File: config.mk
export PLATFORM = sky130hd
export DESIGN_NAME = dda_direction_normalize
export DESIGN_NICKNAME = d
export VERILOG_FILES = /design/src/rtl/core/ddn_pkg.sv /design/src/rtl/core/ddn_div_stage.sv /design/src/rtl/core/dda_direction_normalize.sv
export SDC_FILE = /design/constraint.sdc
export NUM_CORES = 1
export LEC_CHECK = 0
export BUFFER_PORTS_ARGS = -buffer_cell sky130_fd_sc_hd__buf_2
export CORE_AREA = 3 3 238 240
export CTS_CLUSTER_SIZE = 30
export DETAILED_ROUTE_END_ITERATION = 12
export DIE_AREA = 0 0 241 243
export PLACE_DENSITY = 0.83
export SLEW_MARGIN = 30
export SYNTH_ARGS = -nofsm -noshare
export SYNTH_HDL_FRONTEND = slang
export SYNTH_SLANG_ARGS = --single-unit
File: constraint.sdc
create_clock -name i_clk -period 5.8 [get_ports i_clk]
set_input_delay 0.58 -clock i_clk [delete_from_list [all_inputs] [get_ports i_clk]]
set_output_delay 0.58 -clock i_clk [all_outputs]
set_load 0.03 [all_outputs]
File: src/rtl/core/ddn_pkg.sv
// Shared types for the DDA direction normalizer
package ddn_pkg;

    // Per-word control that rides along the divider pipeline
    typedef struct packed {
        logic zero;     // points coincide, both results are zero
        logic neg_x;    // dx is negative
        logic neg_y;    // dy is negative
        logic x_major;  // |dx| >= |dy|, x gives exactly 1.0
    } t_ctl;

endpackage

File: src/rtl/core/ddn_div_stage.sv
// One restoring-division step: produces one quotient bit per stage
module ddn_div_stage #(
    parameter int RW    = 17,
    parameter int QW    = 16,
    parameter bit SHIFT = 1'b1
) (
    input  logic            i_clk,
    input  logic            i_rst_n,
    input  logic            i_valid,
    input  ddn_pkg::t_ctl   i_ctl,
    input  logic [RW-1:0]   i_rem,
    input  logic [RW-1:0]   i_div,
    input  logic [QW-1:0]   i_quo,
    output logic            o_valid,
    output ddn_pkg::t_ctl   o_ctl,
    output logic [RW-1:0]   o_rem,
    output logic [RW-1:0]   o_div,
    output logic [QW-1:0]   o_quo
);

    logic          r_valid;
    ddn_pkg::t_ctl r_ctl;
    logic [RW-1:0] r_rem;
    logic [RW-1:0] r_div;
    logic [QW-1:0] r_quo;

    logic [RW:0]   trial;
    logic          ge;
    logic [RW-1:0] n_rem;
    logic [QW-1:0] n_quo;

    // Trial subtract; the first stage tests the integer bit without a shift
    always_comb begin
        trial = SHIFT ? {i_rem, 1'b0} : {1'b0, i_rem};
        ge    = (trial >= {1'b0, i_div});
        n_rem = ge ? RW'(trial - {1'b0, i_div}) : RW'(trial);
        n_quo = {i_quo[QW-2:0], ge};
    end

    // Valid bit
    always_ff @(posedge i_clk) begin
        if (!i_rst_n) begin
            r_valid <= 1'b0;
        end else begin
            r_valid <= i_valid;
        end
    end

    // Payload
    always_ff @(posedge i_clk) begin
        r_ctl <= i_ctl;
        r_rem <= n_rem;
        r_div <= i_div;
        r_quo <= n_quo;
    end

    assign o_valid = r_valid;
    assign o_ctl   = r_ctl;
    assign o_rem   = r_rem;
    assign o_div   = r_div;
    assign o_quo   = r_quo;

endmodule

File: src/rtl/core/dda_direction_normalize.sv
// Channel  | Ports                                   | Handshake
// ---------+-----------------------------------------+----------------------------
// command  | i_target_x/y, i_origin_x/y              | taken when start && !busy
// result   | o_step_x, o_step_y                      | valid for one cycle at o_strobe
//
// One word per cycle. Stages in order: difference, magnitude compare,
// FRAC_BITS + 1 restoring-division stages, one output stage.
// Reset (synchronous, active low) clears all valid bits; busy is high while
// reset is held and clears at the first clock edge with reset released.
// Results cannot be stalled.
module dda_direction_normalize #(
    parameter int COORD_WIDTH = 16,
    parameter int FRAC_BITS   = 15
) (
    input  logic                          i_clk,
    input  logic                          i_rst_n,
    input  logic                          start,
    output logic                          busy,
    input  logic signed [COORD_WIDTH-1:0] i_target_x,
    input  logic signed [COORD_WIDTH-1:0] i_target_y,
    input  logic signed [COORD_WIDTH-1:0] i_origin_x,
    input  logic signed [COORD_WIDTH-1:0] i_origin_y,
    output logic                          o_strobe,
    output logic signed [FRAC_BITS+1:0]   o_step_x,
    output logic signed [FRAC_BITS+1:0]   o_step_y
);

    localparam int RW  = COORD_WIDTH + 1;  // difference / magnitude width
    localparam int QW  = FRAC_BITS + 1;    // quotient width
    localparam int OW  = FRAC_BITS + 2;    // result width
    localparam int LAT = FRAC_BITS + 4;
    localparam logic [OW-1:0] ONE = OW'(1) << FRAC_BITS;

    logic r_busy;

    // Stage A: differences
    logic                 r_a_valid;
    logic signed [RW-1:0] r_dx;
    logic signed [RW-1:0] r_dy;

    // Stage B: magnitudes and major/minor split
    logic                 r_b_valid;
    ddn_pkg::t_ctl        r_b_ctl;
    logic [RW-1:0]        r_b_major;
    logic [RW-1:0]        r_b_minor;

    logic [RW-1:0]        ax;
    logic [RW-1:0]        ay;
    ddn_pkg::t_ctl        n_b_ctl;

    // Divider chain
    logic                 v_s   [0:QW];
    ddn_pkg::t_ctl        c_s   [0:QW];
    logic [RW-1:0]        rem_s [0:QW];
    logic [RW-1:0]        div_s [0:QW];
    logic [QW-1:0]        quo_s [0:QW];

    // Output stage
    logic                 r_strobe;
    logic signed [OW-1:0] r_step_x;
    logic signed [OW-1:0] r_step_y;
    logic [OW-1:0]        minor_mag;
    logic [OW-1:0]        x_mag;
    logic [OW-1:0]        y_mag;
    logic [OW-1:0]        n_step_x;
    logic [OW-1:0]        n_step_y;

    // Busy only around reset
    always_ff @(posedge i_clk) begin
        if (!i_rst_n) begin
            r_busy <= 1'b1;
        end else begin
            r_busy <= 1'b0;
        end
    end
    assign busy = r_busy;

    // Stage A valid
    always_ff @(posedge i_clk) begin
        if (!i_rst_n) begin
            r_a_valid <= 1'b0;
        end else begin
            r_a_valid <= start && !r_busy;
        end
    end

    // Stage A data: differences at one extra bit, never wrap
    always_ff @(posedge i_clk) begin
        r_dx <= RW'(i_target_x) - RW'(i_origin_x);
        r_dy <= RW'(i_target_y) - RW'(i_origin_y);
    end

    // Magnitudes, signs and axis choice
    always_comb begin
        ax              = r_dx[RW-1] ? RW'(-r_dx) : RW'(r_dx);
        ay              = r_dy[RW-1] ? RW'(-r_dy) : RW'(r_dy);
        n_b_ctl.zero    = (r_dx == '0) && (r_dy == '0);
        n_b_ctl.neg_x   = r_dx[RW-1];
        n_b_ctl.neg_y   = r_dy[RW-1];
        n_b_ctl.x_major = (ax >= ay);
    end

    always_ff @(posedge i_clk) begin
        if (!i_rst_n) begin
            r_b_valid <= 1'b0;
        end else begin
            r_b_valid <= r_a_valid;
        end
    end

    always_ff @(posedge i_clk) begin
        r_b_ctl   <= n_b_ctl;
        r_b_major <= n_b_ctl.x_major ? ax : ay;
        r_b_minor <= n_b_ctl.x_major ? ay : ax;
    end

    // Divider: minor / major with FRAC_BITS fraction bits, one bit per stage
    assign v_s[0]   = r_b_valid;
    assign c_s[0]   = r_b_ctl;
    assign rem_s[0] = r_b_minor;
    assign div_s[0] = r_b_major;
    assign quo_s[0] = '0;

    for (genvar g = 0; g < QW; g++) begin : g_div
        ddn_div_stage #(
            .RW    (RW),
            .QW    (QW),
            .SHIFT (g != 0)
        ) u_stage (
            .i_clk   (i_clk),
            .i_rst_n (i_rst_n),
            .i_valid (v_s[g]),
            .i_ctl   (c_s[g]),
            .i_rem   (rem_s[g]),
            .i_div   (div_s[g]),
            .i_quo   (quo_s[g]),
            .o_valid (v_s[g+1]),
            .o_ctl   (c_s[g+1]),
            .o_rem   (rem_s[g+1]),
            .o_div   (div_s[g+1]),
            .o_quo   (quo_s[g+1])
        );
    end

    // Major axis is exactly 1.0; apply signs, zero for coincident points
    always_comb begin
        minor_mag = {1'b0, quo_s[QW]};
        x_mag     = c_s[QW].x_major ? ONE : minor_mag;
        y_mag     = c_s[QW].x_major ? minor_mag : ONE;
        n_step_x  = c_s[QW].neg_x ? OW'(-x_mag) : x_mag;
        n_step_y  = c_s[QW].neg_y ? OW'(-y_mag) : y_mag;
        if (c_s[QW].zero) begin
            n_step_x = '0;
            n_step_y = '0;
        end
    end

    always_ff @(posedge i_clk) begin
        if (!i_rst_n) begin
            r_strobe <= 1'b0;
        end else begin
            r_strobe <= v_s[QW];
        end
    end

    always_ff @(posedge i_clk) begin
        r_step_x <= n_step_x;
        r_step_y <= n_step_y;
    end

    assign o_strobe = r_strobe;
    assign o_step_x = r_step_x;
    assign o_step_y = r_step_y;

`ifndef SYNTHESIS
    // Every result traces back to a command taken earlier
    a_latency: assert property (@(posedge i_clk) disable iff (!i_rst_n)
        o_strobe |-> $past(start && !busy, LAT))
        else $error("result without matching command");

    // At least one axis is unit length unless both are zero
    a_unit_axis: assert property (@(posedge i_clk) disable iff (!i_rst_n)
        o_strobe |-> (OW'(o_step_x) == ONE || OW'(o_step_x) == OW'(-ONE) ||
                      OW'(o_step_y) == ONE || OW'(o_step_y) == OW'(-ONE) ||
                      (o_step_x == '0 && o_step_y == '0)))
        else $error("no unit-length axis in result");

    // Reset empties the pipeline
    a_reset_flush: assert property (@(posedge i_clk)
        !i_rst_n |=> !o_strobe && busy)
        else $error("strobe or ready right after reset");

    // No command is taken while reset is held
    a_busy_after_reset: assert property (@(posedge i_clk)
        !i_rst_n |=> !r_a_valid)
        else $error("command taken during reset");
`endif

endmodule
==> results_dict.tcl, run 1 <==
set metrics [dict create \
    slew_violations 0 \
    area_growth_pct 10.8 \
    grt_usage 0.255 \
    outcome "completed" \
    use_met1 0.310 \
    rr_worst_depth 14 \
    min_from "start" \
    setup_viol 0 \
    clk_pin_slew_worst_paths_ns 0.06 \
    finalSetupTns_ns 0 \
    hold_class "in2reg" \
    gp_congestion 0.906 \
    drive_gt1_frac 0.106 \
    use_met2 0.453 \
    initial_core_util 0.657 \
    grt_pass1_wl_mm 123 \
    syn-num-nets 4069 \
    critPathLaunchType "register" \
    maxSlewHeadroom 0.337 \
    yosysTopAreaCell "dfxtp_1" \
    synth_cells 3662 \
    routed_wl_mm 74.7 \
    viasPerCell 5.70 \
    yosysTopAreaCellShare 0.464 \
    core_mm2 0.0549 \
    row_count 86 \
    cts_setup_buffers 0 \
    ys_types 72 \
    dp_hpwl_mm 53.4 \
    async_flop_share 0 \
    io_pins 103 \
    vias 26007 \
    fin_crit_ns 4.71 \
    crit_fanout 10 \
    num_antenna_cells 0 \
    post-route-drc-count 0 \
    ctsLongestPathBuffers 3 \
    yosysMostFrequentCell "dfxtp_1" \
    clkSinkCount 836 \
    die_y_um 243 \
    die_w_um 241 \
    synth_flop_cell "dfxtp_1" \
    crit_path_end_kind "register" \
    cts-root-buf "clkbuf_16" \
    hold_viol 0 \
    synth_area_leaders "dfxtp_1, ha_1, mux2_2, inv_1, xnor2_1" \
    worstSetupStartpoint "r_dy[6]$_DFF_P_" \
    cts_resized 0 \
    antenna_found_initial 0 \
    ys_ff_latch 836 \
    insertion_delay_ns 0.63 \
    worstHoldPathCells 2 \
    synth-edff-count 0 \
    finalCritPeriodShare 0.811 \
    grt.busiest_layer "met2" \
    grt_pass1_vias 25811 \
    firstDrtPassIters 8 \
    crit_arrival_ns 5.25 \
    cts_tree "done" \
    ctsHoldBuffers 0 \
    cap_viol_max_count 0 \
    cts.htree.levels 3 \
    dieArea_mm2 0.0586 \
    use_met3 0.0419 \
    io_buffers 102 \
    synth_area_mm2 0.0360 \
    grt.overflow.total 0 \
    crit_required_ns 6.34 \
    fin_nets 4205 \
    synth.avg_cell_area_um2 9.84 \
    finalClockSkew_ns 0.0234 \
    r2r-start "r_dy[6]$_DFF_P_" \
    ant_nets 0 \
    grt_start_max_net_pins 35 \
    tightest_slew_ns 0.981 \
    fmax_mhz 213 \
    ys_top_cells_by_count "dfxtp_1, inv_1, ha_1, nand2_1, nor2_1" \
    drt_iter0_markers 1683 \
    yosys_warnings 0 \
    crit_type "reg2reg" \
    cts_buffers 80 \
    seq_area_frac_synth 0.464 \
    rsz0062_at_grt "no" \
    avgRoutedWirePerCell_um 16.4 \
]
stage by stage:
step	hold WS, ns	util	std cells	area [um2]	setup slack (ns)
final	0.220	0.728	4561	39900	1.09
after global routing	0.201	0.728	4561	39900	0.711
after CTS	0.184	0.728	4561	39900	1.16
after detailed placement	0.312	0.679	4420	37300	1.17
after global placement	0.310	0.679	4420	37200	1.26
after floorplan	0.310	-	3662	36000	1.89
placed cells by master, fill, tap and decap left out, types with 53 or more instances in the layout:
master     Yosys  final
inv_1        410    410
buf_2          1    102
nor3_1        59     59
a21o_1        53     53
ha_1         323    323
clkbuf_16      0     80
nor2_1       215    215
dfxtp_1      836    836
o21a_1        62     62
o21ai_0      185    185
xnor2_1      137    137
nor2b_1       55     55
xor2_1       102    102
mux2_2       143    143
nand2_1      229    229
a21oi_1      189    187
flip-flops by register name, indices dropped and copies added, names as in the netlist:
signal / cells
r_b_minor: 17
c_s: 4
g_div.u_stage.o_quo: 136
g_div.u_stage.o_valid: 16
g_div.u_stage.o_rem: 255
o_strobe: 1
o_step_y: 17
r_b_major: 17
r_a_valid: 1
busy: 1
o_step_x: 17
r_dx: 17
g_div.u_stage.o_div: 255
g_div.u_stage.o_ctl: 64
r_dy: 17
r_b_valid: 1
path summary, 6_finish.rpt:
check | end | slack, ns
setup / recovery | r_b_minor[13]$_DFF_P_ | 1.09
hold / removal | r_a_valid$_SDFF_PN0_ | 0.22
setup reg to reg | r_b_minor[13]$_DFF_P_ | 1.09
hold reg to reg | g_div[12].u_stage.o_quo[9]$_DFF_P_ | 0.31
metal layers:
metal  part of all wire  wire length [um]
met1               0.42             31700
met2               0.50             37100
met3              0.047              3530
met4              0.032              2410
met5                  0                 0
logic make-up after synthesis:
family / count (synthesis) / synth area share
buf+inv: 464 / 0.0493
mux: 195 / 0.0591
xor+xnor: 240 / 0.0585
fa+ha+maj: 340 / 0.122
simple gates: 845 / 0.114
flops: 836 / 0.464
compound gates: 742 / 0.133
layout make-up:
type / instances / area, um2
clock inverter: 39 / 494
inverter: 411 / 1550
sequential: 836 / 16700
multi-input combinational: 2362 / 17600
tap: 704 / 881
clock buffer: 102 / 2160
timing repair buffer: 107 / 548
fill: 3748 / 14900
worst max-delay path, cell delays in order, from the launching register on:
cell and delay [ns]:
dfxtp_1 0.33, or4_1 0.59, nor4_1 0.28, or3b_1 0.44
or3_1 0.35, nand2_1 0.09, xor2_1 0.26, ha_1 0.30
a21o_1 0.16, a21o_1 0.17, a21oi_1 0.30, o31a_1 0.19
o31a_1 0.67, buf_4 0.29, mux2i_1 0.21
Power of run 1 is left out: the tool's default activity adds up to more than one toggle a clock period on the data nets, which glitch-free logic cannot reach.
==> run 2: changes to the inputs <==
- CORE_AREA: 3 3 238 240 -> 3 3 246 248
- DIE_AREA: 0 0 241 243 -> 0 0 249 251
- PLACE_DENSITY: 0.83 -> 0.79
- clock period: 5.8 -> 4.4 ns (I/O delays scaled with it)
==> run 2 against run 1 <==
Effect of this change:
- maximum frequency rose by 14%
- cell count rose by 2.0%
- register-to-register slack got worse by 0.83 ns
- critical path type unchanged
==> results_dict.tcl, run 2 (synthesis gave the netlist of run 1 again) <==
set metrics [dict create \
    outcome "completed" \
    area_growth_pct 12.1 \
    seq_area_mm2 0.0167 \
    die_y_um 251 \
    post-place-ws_ns 0.250 \
    tightest_slew_ns 0.822 \
    clk_pin_slew_worst_paths_ns 0.06 \
    hold_viol 0 \
    fin_ws_ns 0.261 \
    die_w_um 249 \
    viasPerCell 5.50 \
    grt_pass1_vias 25596 \
    ant_nets 0 \
    num_antenna_cells 0 \
    final.fill_count 4334 \
    slew_violations 0 \
    grt.overflow.total 0 \
    crit_arrival_ns 4.70 \
    r2r-start "r_dx[6]$_DFF_P_" \
    dieArea_mm2 0.0625 \
    avgRoutedWirePerCell_um 15.7 \
    maxSlewHeadroom 0.438 \
    vias 25565 \
    grt_usage 0.232 \
    crit_required_ns 4.96 \
    worstHoldPathCells 3 \
    fin_nets 4216 \
    routed_wl_mm 72.8 \
    mostFrequentLayoutCells "dfxtp_1, inv_1, ha_1, nand2_1, nor2_1" \
    cts_buffers 82 \
    core_mm2 0.0587 \
    holdPathEnd "r_dy[0]$_DFF_P_" \
    r2r_end "r_b_major[16]$_DFF_P_" \
    post-route-drc-count 0 \
    drt_iter0_markers 1427 \
    crit_fanout 17 \
    whs_ns 0.0633 \
    crit_slowest_cell "or4_4" \
    io_buffers 102 \
    finalClockSkew_ns 0.0630 \
    ctsLongestPathBuffers 3 \
    multi_input_area_mm2 0.0175 \
    critPathMaxStageDelay_ns 0.54 \
    critPathLaunchType "register" \
    antenna_found_initial 0 \
    stdcell_count 4652 \
    min_from "i_origin_y[0]" \
    rr_worst_depth 15 \
    dp_hpwl_mm 53.4 \
    io_pins 103 \
    placed_cells 4497 \
    cts-root-buf "clkbuf_16" \
    grt_pass1_wl_mm 121 \
    fin_crit_ns 4.14 \
    cts_tree "done" \
    crit_path_end_kind "register" \
    cts.htree.levels 3 \
    cap_viol_max_count 0 \
    rsz0062_at_grt "no" \
    crit_type "reg2reg" \
    finalCritPeriodShare 0.941 \
    mostFrequentLayoutCell "dfxtp_1" \
    setup_viol 0 \
    fmax_mhz 242 \
    ctsHoldBuffers 0 \
    hold_class "in2reg" \
    row_count 89 \
    firstDrtPassIters 6 \
    initial_core_util 0.614 \
    insertion_delay_ns 0.67 \
    gp_congestion 0.879 \
    drive_gt1_frac 0.113 \
    grt_start_max_net_pins 35 \
    finalSetupTns_ns 0 \
    clkSinkCount 836 \
    cp_cell_sequence "or4_4 -> or3_1 -> o31a_1 -> or3_1 -> o31ai_1 -> xor2_1 -> inv_1 -> ha_1 -> nand4_1 -> nor3_1 -> a211oi_1 -> o31a_1 -> buf_12 -> inv_8 -> mux2i_1" \
    r2r_setup_slack_ns 0.26 \
]
==> run 2: cell type report <==
cell class / count / area share
multi-input combinational: 2362 / 0.434
inverter: 411 / 0.0384
tap: 773 / 0.0239
clock buffer: 104 / 0.0563
sequential: 836 / 0.414
clock inverter: 50 / 0.0176
timing repair buffer: 116 / 0.0155
==> run 2: through the flow <==
stage | util | cell area [um2]
2_1_floorplan | - | 36000
6_report | 0.689 | 40400
4_1_cts | 0.688 | 40400
3_5_place_dp | 0.637 | 37400
3_3_place_gp | 0.637 | 37400
5_1_grt | 0.689 | 40400
==> run 2: routing by layer <==
metal / vias to the layer above / share of wire / wire length, um / GRT usage
met4: 0 / 0.037 / 2680 / 0.0992
met3: 185 / 0.043 / 3130 / 0.0340
met2: 549 / 0.50 / 36500 / 0.420
li1: 12901 / - / - / -
met5: - / 0 / 0 / 0
met1: 11930 / 0.42 / 30500 / 0.273
==> run 2: worst max-delay path, delay by kind of cell (launching register included) <==
kind	cells	cell delay (ns)
and+or+nand+nor	5	1.59
AOI/OAI and AO/OA	4	0.99
buffers and inverters	3	0.40
DFF	1	0.33
adders and majority gates	1	0.29
xor gates and xnor gates	1	0.22
muxes	1	0.19
==> run 2: worst max path at each step <==
stage / startpoint / end / depth (start not counted)
3_3_place_gp: r_dx[6]$_DFF_P_ / r_b_major[16]$_DFF_P_ / 15
3_5_place_dp: r_dx[6]$_DFF_P_ / r_b_minor[0]$_DFF_P_ / 15
2_1_floorplan: r_dx[6]$_DFF_P_ / r_b_minor[2]$_DFF_P_ / 16
6_report: r_dx[6]$_DFF_P_ / r_b_major[16]$_DFF_P_ / 15
4_1_cts: r_dx[6]$_DFF_P_ / r_b_minor[0]$_DFF_P_ / 15
5_1_grt: r_dx[6]$_DFF_P_ / r_b_minor[6]$_DFF_P_ / 15
==> run 2: what timing repair did <==
action | 4_1_cts | 5_1_grt
buffers inserted | 0 | 1
endpoints found under the setup margin | 0 | 15
resized for setup | 0 | 1
Power of run 2 is left out for the same reason.
